<file path="src/rtl/core/rpfp_pkg.sv">
`default_nettype none

package rpfp_pkg;

    // Frame geometry
    localparam int unsigned FRAME_LEN = 23;
    localparam int unsigned HDR_LEN   = 4;
    localparam int unsigned CNT_W     = 5;

    // Offsets with a meaning of their own
    localparam logic [CNT_W-1:0] OFS_STATE = CNT_W'(8);
    localparam logic [CNT_W-1:0] OFS_LAST  = CNT_W'(FRAME_LEN - 1);

    // Header and first header byte
    localparam logic [7:0] HDR_B0 = 8'hf4;
    localparam logic [7:0] HDR_B1 = 8'hf3;
    localparam logic [7:0] HDR_B2 = 8'hf2;
    localparam logic [7:0] HDR_B3 = 8'hf1;

    // Largest legal target state
    localparam logic [7:0] STATE_MAX = 8'h03;

    // One result word
    typedef struct packed {
        logic       moving;
        logic       stationary;
        logic [1:0] target_state;
    } res_t;

    // Expected header byte at a header offset
    function automatic logic [7:0] hdr_byte(input logic [1:0] ofs);
        logic [7:0] val;
        case (ofs)
            2'd0:    val = HDR_B0;
            2'd1:    val = HDR_B1;
            2'd2:    val = HDR_B2;
            default: val = HDR_B3;
        endcase
        return val;
    endfunction

    // Body byte check: fixed bytes, footer and target state range
    function automatic logic body_ok(input logic [CNT_W-1:0] ofs, input logic [7:0] b);
        logic ok;
        case (ofs)
            CNT_W'(4):  ok = (b == 8'h0d);
            CNT_W'(5):  ok = (b == 8'h00);
            CNT_W'(6):  ok = (b == 8'h02);
            CNT_W'(7):  ok = (b == 8'haa);
            OFS_STATE:  ok = (b <= STATE_MAX);
            CNT_W'(17): ok = (b == 8'h55);
            CNT_W'(18): ok = (b == 8'h00);
            CNT_W'(19): ok = (b == 8'hf8);
            CNT_W'(20): ok = (b == 8'hf7);
            CNT_W'(21): ok = (b == 8'hf6);
            CNT_W'(22): ok = (b == 8'hf5);
            default:    ok = 1'b1;
        endcase
        return ok;
    endfunction

endpackage

`default_nettype wire

</file>
<file path="src/rtl/core/rpfp_in_reg.sv">
`default_nettype none

module rpfp_in_reg (
    input  wire logic       clk,
    input  wire logic       rst_n,
    input  wire logic       rx_valid,
    output logic            rx_stall,
    input  wire logic [7:0] rx_byte,
    input  wire logic       adv,
    output logic            step,
    output logic [7:0]      byte_q
);

    logic       vld_reg, vld_next;
    logic [7:0] byte_reg;

    // Hold the word only while the parser cannot take it
    assign rx_stall = vld_reg && !adv;
    assign step     = vld_reg && adv;
    assign byte_q   = byte_reg;

    always_comb
    begin
        vld_next = rx_stall ? vld_reg : rx_valid;
    end

    always_ff @(posedge clk or negedge rst_n)
    begin
        if (!rst_n)
        begin
            vld_reg <= 1'b0;
        end
        else
        begin
            vld_reg <= vld_next;
        end
    end

    always_ff @(posedge clk)
    begin
        if (!rx_stall)
        begin
            byte_reg <= rx_byte;
        end
    end

endmodule

`default_nettype wire

</file>
<file path="src/rtl/core/rpfp_parse.sv">
`default_nettype none

module rpfp_parse (
    input  wire logic         clk,
    input  wire logic         rst_n,
    input  wire logic         step,
    input  wire logic [7:0]   byte_q,
    output logic              fire,
    output rpfp_pkg::res_t    res
);

    logic [rpfp_pkg::CNT_W-1:0] cnt_reg, cnt_next, cnt_eff;
    logic                       ok_reg, ok_next;
    logic [1:0]                 st_reg, st_next;
    logic                       hdr_phase;

    // Out-of-range count behaves as zero
    assign cnt_eff   = (cnt_reg > rpfp_pkg::OFS_LAST) ? '0 : cnt_reg;
    assign hdr_phase = (cnt_eff < rpfp_pkg::CNT_W'(rpfp_pkg::HDR_LEN));

    // Header hunt, then running check of the body
    always_comb
    begin
        cnt_next = cnt_reg;
        ok_next  = ok_reg;
        st_next  = st_reg;
        fire     = 1'b0;
        if (step)
        begin
            if (hdr_phase)
            begin
                ok_next = 1'b1;
                if (byte_q == rpfp_pkg::hdr_byte(cnt_eff[1:0]))
                begin
                    cnt_next = cnt_eff + 1'b1;
                end
                else if (byte_q == rpfp_pkg::HDR_B0)
                begin
                    cnt_next = rpfp_pkg::CNT_W'(1);
                end
                else
                begin
                    cnt_next = '0;
                end
            end
            else
            begin
                ok_next = ok_reg && rpfp_pkg::body_ok(cnt_eff, byte_q);
                if (cnt_eff == rpfp_pkg::OFS_STATE)
                begin
                    st_next = byte_q[1:0];
                end
                if (cnt_eff == rpfp_pkg::OFS_LAST)
                begin
                    cnt_next = '0;
                    fire     = ok_next;
                end
                else
                begin
                    cnt_next = cnt_eff + 1'b1;
                end
            end
        end
    end

    // Flags from the held target state
    assign res.target_state = st_reg;
    assign res.moving       = st_reg[0];
    assign res.stationary   = st_reg[1];

    always_ff @(posedge clk or negedge rst_n)
    begin
        if (!rst_n)
        begin
            cnt_reg <= '0;
            ok_reg  <= 1'b0;
        end
        else
        begin
            cnt_reg <= cnt_next;
            ok_reg  <= ok_next;
        end
    end

    always_ff @(posedge clk)
    begin
        st_reg <= st_next;
    end

endmodule

`default_nettype wire

</file>
<file path="src/rtl/core/rpfp_out_reg.sv">
`default_nettype none

module rpfp_out_reg (
    input  wire logic           clk,
    input  wire logic           rst_n,
    input  wire logic           step,
    input  wire logic           fire,
    input  wire rpfp_pkg::res_t res,
    output logic                adv,
    output logic                res_valid,
    input  wire logic           res_stall,
    output rpfp_pkg::res_t      res_q
);

    logic           vld_reg, vld_next;
    rpfp_pkg::res_t res_reg;

    // Register is free when empty or being taken
    assign adv       = !vld_reg || !res_stall;
    assign res_valid = vld_reg;
    assign res_q     = res_reg;

    always_comb
    begin
        vld_next = adv ? (step && fire) : vld_reg;
    end

    always_ff @(posedge clk or negedge rst_n)
    begin
        if (!rst_n)
        begin
            vld_reg <= 1'b0;
        end
        else
        begin
            vld_reg <= vld_next;
        end
    end

    always_ff @(posedge clk)
    begin
        if (adv && step && fire)
        begin
            res_reg <= res;
        end
    end

endmodule

`default_nettype wire

</file>
<file path="src/rtl/core/radar_presence_frame_parser_core.sv">
`default_nettype none

// Frame parser for a presence radar link. Takes one received byte per cycle,
// hunts for the F4 F3 F2 F1 header, collects a 23-byte frame and checks it on
// the fly (fixed bytes, footer F8 F7 F6 F5, target state at most 3). A good
// frame gives one result word with the moving and stationary flags and the
// raw target state; a bad frame gives nothing and hunting restarts. Rate is
// one byte per cycle while no result stall holds the flow; a byte goes
// through an input register and a result register, so a result is valid the
// cycle after the last frame byte is taken. A stalled result register holds
// the input register, which then stalls the receive side.
module radar_presence_frame_parser_core (
    input  wire logic       clk,
    input  wire logic       rst_n,
    input  wire logic       rx_valid,
    output logic            rx_stall,
    input  wire logic [7:0] rx_byte,
    output logic            res_valid,
    input  wire logic       res_stall,
    output logic            moving,
    output logic            stationary,
    output logic [1:0]      target_state
);

    logic           adv;
    logic           step;
    logic [7:0]     byte_q;
    logic           fire;
    rpfp_pkg::res_t res;
    rpfp_pkg::res_t res_q;

    rpfp_in_reg u_in (
        .clk      (clk),
        .rst_n    (rst_n),
        .rx_valid (rx_valid),
        .rx_stall (rx_stall),
        .rx_byte  (rx_byte),
        .adv      (adv),
        .step     (step),
        .byte_q   (byte_q)
    );

    rpfp_parse u_parse (
        .clk    (clk),
        .rst_n  (rst_n),
        .step   (step),
        .byte_q (byte_q),
        .fire   (fire),
        .res    (res)
    );

    rpfp_out_reg u_out (
        .clk       (clk),
        .rst_n     (rst_n),
        .step      (step),
        .fire      (fire),
        .res       (res),
        .adv       (adv),
        .res_valid (res_valid),
        .res_stall (res_stall),
        .res_q     (res_q)
    );

    assign moving       = res_q.moving;
    assign stationary   = res_q.stationary;
    assign target_state = res_q.target_state;

endmodule

`default_nettype wire
</file>
<file path="config.mk">
export PLATFORM = sky130hd
export DESIGN_NAME = radar_presence_frame_parser_core
export DESIGN_NICKNAME = d
export VERILOG_FILES = /design/src/rtl/core/rpfp_pkg.sv /design/src/rtl/core/rpfp_in_reg.sv /design/src/rtl/core/rpfp_parse.sv /design/src/rtl/core/rpfp_out_reg.sv /design/src/rtl/core/radar_presence_frame_parser_core.sv
export SDC_FILE = /design/constraint.sdc
export NUM_CORES = 1
export LEC_CHECK = 0
export BUFFER_PORTS_ARGS = -buffer_cell sky130_fd_sc_hd__buf_2
export CELL_PAD_IN_SITES_DETAIL_PLACEMENT = 1
export CELL_PAD_IN_SITES_GLOBAL_PLACEMENT = 1
export CORE_MARGIN = 2
export CORE_UTILIZATION = 47
export CTS_CLUSTER_SIZE = 8
export DETAILED_ROUTE_END_ITERATION = 16
export PLACE_DENSITY = 0.9
export RECOVER_POWER = 25
export SLEW_MARGIN = 20
export SYNTH_ARGS = -nofsm -noshare
export SYNTH_HDL_FRONTEND = slang
export SYNTH_SLANG_ARGS = --single-unit
</file>
<file path="constraint.sdc">
create_clock -name clk -period 4.7 [get_ports clk]
set_input_delay 0.235 -clock clk [delete_from_list [all_inputs] [get_ports clk]]
set_output_delay 0.235 -clock clk [all_outputs]
set_load 0.005 [all_outputs]
</file>
# == Word level (Yosys, flattened, before mapping) ==
# Index checks and enable logic that the tools add are counted.
# totals
ff_bits,22
inputBits,12
word_cells,66
# classes
add_sub_neg,1
order_cmp,3
n_eq_ne,23
mux,15
bitwise,1
reduce_logical,14
# ops
cell,count
$eq A8 B8 Y1 const B,6
$eq A5 B5 Y1 const B,6
$eq A5 B3 Y1 const B,4
$mux W5,4
$mux W8,2
$pmux W1 S10,1
$pmux W3 S3,1
$eq A8 B2 Y1 const B,1
$eq A8 B4 Y1 const B,1
$eq A8 B7 Y1 const B,1
$eq A8 B8 Y1,1
$le A8 B2 Y1 const B,1
$logic_not A8 Y1,1
$mux W1,7
$logic_and A1 B1 Y1,6
$add A5 B1 Y5 const B,1
$eq A5 B4 Y1 const B,1
$gt A5 B5 Y1 const B,1
$lt A5 B3 Y1 const B,1
$logic_not A1 Y1,3
$reduce_and A3 Y1,1
$eq A2 B1 Y1 const B,1
$eq A2 B2 Y1 const B,1
$logic_not A2 Y1,1
3 further kinds,3

# == Depth between registers and ports, before layout ==
# logic_depth
depth_word,12
ltp_mapped,13

# == Hierarchy ==
# Synthesis repeated with hierarchy kept, for this count alone.
# unflattened
cells_unflattened,166
hier_area_um2,1521.5
# modules_own_cells
mod,n_inst,cells_per_inst,area_per_inst_um2,seq_area_each_um2
rpfp_parse,1,144,1062.3,210.2
rpfp_in_reg,1,13,297.8,265.3
rpfp_out_reg,1,9,161.4,145.1

# == Least setup slack after synthesis ==
# Ideal clock, no wire load.
# synth_path
kind,reg2reg
startpoint,reg u_parse.cnt_reg[3] (netlist name)
endpoint,reg u_out.res_reg (netlist bit u_out.res_q[0]) (enable)
t_arrival_ns,2.418
required_ns,4.384
slack_ns,1.966
path_stages_with_launch,13
path_buffers,1
synth_period_minus_slack_ns,2.734
path_cell_list,dfrtp_1 buf_1 a21oi_1 o21a_1 inv_1 ha_1 a21oi_1 nor3_2 a31o_1 nor3b_1 mux2i_1 nand4_1 a21oi_1
# synth_via
elab_chain_len,12
elab_cells_between_ends,23
cone_classes,order compare (2); eq/ne (11); mux (7); reduce/logical (3)
# synth_lines
item,line,rtl
from (decl),rpfp_parse.sv:12,"logic [rpfp_pkg::CNT_W-1:0] cnt_reg, cnt_next, cnt_eff;"
from (signal assigned),rpfp_parse.sv:80,cnt_reg <= cnt_next;
$gt A5 B5 Y1,rpfp_parse.sv:18,assign cnt_eff = (cnt_reg > rpfp_pkg::OFS_LAST) ? '0 : cnt_reg;
$mux W5 *,rpfp_parse.sv:18,
$eq A5 B3 Y1 / $eq A5 B5 Y1 (equally long branches),rpfp_pkg.sv:45,case (ofs)
$reduce_or A2 Y1 (no line),--,
$pmux W1 S10,rpfp_pkg.sv:45,
$mux W1,rpfp_parse.sv:30,if (hdr_phase)
$mux W1,rpfp_parse.sv:28,if (step)
$logic_and A1 B1 Y1,rpfp_parse.sv:48,"ok_next = ok_reg && rpfp_pkg::body_ok(cnt_eff, byte_q);"
$mux W1,rpfp_parse.sv:53,if (cnt_eff == rpfp_pkg::OFS_LAST)
$mux W1 *,rpfp_parse.sv:30,
$mux W1 *,rpfp_parse.sv:28,
$logic_and A1 B1 Y1 *,rpfp_out_reg.sv:42,if (adv && step && fire)
to (signal assigned),rpfp_out_reg.sv:44,res_reg <= res;
to (decl),rpfp_out_reg.sv:16,rpfp_pkg::res_t res_reg;
# Every way passes the cells marked *; elsewhere a longest branch is shown, timed or not. The select of a mux whose other input is x is not followed.
# A chain may end at the register's enable or synchronous reset.

# == Worst setup path in the final report ==
# layout_path
startpoint,reg u_parse.cnt_reg[4] (netlist name)
endpoint,reg u_out.res_reg (netlist bit u_out.res_q[2]) (enable)
# The elaborated chain is that of the path after synthesis.

==> metrics <==
total grt overflow 0; Hold WC Path Type in2reg; number of synthesized flops with an enable pin 12; number of I/O pins 18; Layout Area Growth over Synthesis 9.132%; CP Max Fanout 18; Antenna diodes 0; cts bufs inserted 3; RSZ-0062 raised after global routing false; Distinct cells, synth 50; Slew @ Worst Pin 635.3 ps; setup TNS 0 ps; Worst-Skew Late Latency around 320 ps; H-tree depth 1; min Tclk post-route ~3400 ps; area leader, netlist edfxtp_1; CTS tree built; port bufs 17; DRT Wirelength approximately 3300 µm; CTS Sinks 20; post-detailed-route count of antenna-violating nets 0; DR vias/cell 6.063; crit path launch type flip-flop; Tcrit/Tclk final 72.22%; worst hold margin 83.54 ps; Initial Utilization 49.75%; Hold Crit Depth 1; post_cts resized 0; clock root cell clkbuf_4; sequential share of the synthesized area 40.51%; Fin Clk Skew 5.661 ps; count of pins over their slew limit 0; MaxCap Viol Count 0; FP Rows 19; CTS clk-pin slew, worst paths between 100 and 150 ps; Synth Flop Type edfxtp_1; post-synth top area share 26.04%; DR iter-0 viols 32; Mapped Cells roughly 150; Die H 58.26 µm; CP max stage cell dfrtp_1; Final Wtd Congestion about 0.8; CP Data Arrival Time 3420 ps; outcome finished clean; Avg Synthesized Cell Area 9.544 µm²; Vias roughly 1200; Worst Path Required ~4700 ps; synth warn 0; P_leak 0.5783 nW; critical path class reg2reg; final setup fails 0; core box area roughly 2800 µm²; initial antenna violation count 0; Peak Freq 294.6 MHz; Setup Fix Bufs, Post-CTS 0; number of global-route vias before repair 1225; Overall Global Routing Usage 23.10%; worst-path cell chain inv_2, o21a_1, inv_1, ha_1, a21oi_1, nor3_2, a31o_1, nor3b_1, mux2i_1, nand4_1, a21oi_1; ranking of synthesized cells by area edfxtp_1 (26%), dfrtp_1 (14%), a21oi_1 (5.1%); Die ar. 3394 µm²; FF-to-FF path depth 11; cell area after synthesis about 1400 µm²; dpl hpwl about 2500 µm; Hold-fix buffers, CTS 1; layout cells sized above 1 between 20 and 25%; Post-synth ARST share roughly 40%; final hold vios 0; Max IR drop VDD 0.0002461 V; PwrDens approximately 240 nW/µm²; Nets 175; first-pass GRT wire length 5809 µm; Most common cell on crit path a21oi_1; syn nets 160; First-pass DRT Iterations 4; CP max stage delay 770 ps; max reg flops 8; post-DR wirelength/cell 17.57 µm; die width 58.26 µm; DRC viols 0; flops & latches, synth 20; Worst slew margin 57.65%; largest net degree at the start of global routing 20; CP endpoint kind flip-flop; Clock Path Buffers 2
## where the power goes
part	internal, mW	switching, mW	leakage (nW)
registers	0.190	0.00516	0.225
logic	0.00778	0.00844	0.325
clock network	0.0864	0.0575	0.0279
## stage by stage
step | worst slack [ps] | std cells | utilization [%] | total power [mW] | instance area (µm²)
finish | 1306 | 190 | 54.30 | 0.3556 | 1510
global route | 1011 | 190 | 54.30 | 0.3650 | 1510
CTS | 1343 | 190 | 54.34 | 0.3572 | 1511
detailed placement | 1428 | 185 | 52.09 | 0.2145 | 1449
global placement | 1640 | 185 | 52.09 | 0.2130 | 1449
floorplan | 1966 | 145 | - | 0.2053 | 1384
## placed cells by master, fill, tap and decap left out, types with 4 or more instances in the layout
cell	instances
buf_2	16
nand2_1	12
inv_1	8
xnor2_1	4
edfxtp_1	12
nand2b_1	4
a21oi_1	14
nor3_1	6
nor2_1	8
nand4_1	5
dfrtp_1	8
o21ai_0	7
## layout make-up
class | instances | area (µm²)
clock buffer | 3 | 22.52
clock inverter | 1 | 30.03
fill | 325 | 1271
inverter | 9 | 33.78
multi-input combinational | 108 | 730.7
sequential | 20 | 560.5
tap | 31 | 38.79
timing repair buffer | 18 | 93.84
## synthesized netlist by cell type (all sizes together), types with 2 or more instances
cell type / n
a21o: 3
nor2: 8
a21oi: 17
buf: 8
xor2: 2
nand4: 5
o311ai: 2
nor3b: 2
ha: 3
dfrtp: 8
edfxtp: 12
nand2b: 4
xnor2: 5
and2: 3
or4: 2
o21a: 2
o21ai: 7
nand3: 2
nor3: 8
nand3b: 2
a211o: 2
inv: 9
nand2: 13
## worst max-delay path, delay by kind of cell (launching register included)
kind	cells	cell delay (ps)
compound gates	4	820
fa+ha+maj	1	300
buf+inv	2	210
flops	1	770
mux	1	250
simple gates	3	750
## logic make-up (layout without fill, tap and decap cells)
kind of cell	after synthesis	count (layout)	synth area share, %
buf+inv	17	31	6.690
xor+xnor	7	7	4.973
fa+ha+maj	3	3	2.713
flops	20	20	40.51
compound gates	44	44	22.52
mux	1	1	0.7234
simple gates	53	53	21.88
## final timing paths
| kind | startpoint | to | slack [ps] |
|---|---|---|---|
| setup / recovery | u_parse.cnt_reg[4] | u_out.res_q[2] | 1310 |
| hold / removal | rx_byte[1] | u_in.byte_q[1] | 80 |
| setup reg to reg | u_parse.cnt_reg[4] | u_out.res_q[2] | 1310 |
| hold reg to reg | u_parse.st_reg[0] | u_out.res_q[0] | 440 |
| max in group asynchronous | rst_n | u_parse.ok_reg | 4030 |
| min in group asynchronous | rst_n | u_parse.cnt_reg[4] | 360 |
## metal layers
| metal | global-route usage [%] | vias to the layer above | wire (µm) |
|---|---|---|---|
| li1 | - | 558 | - |
| met1 | 29.47 | 550 | 1491 |
| met5 | 0 | - | 0 |
| met2 | 39.00 | 35 | 1657 |
| met4 | 8.306 | 0 | 67 |
| met3 | 4.241 | 9 | 123 |
Note: power is estimated with default switching activity, not from simulation.
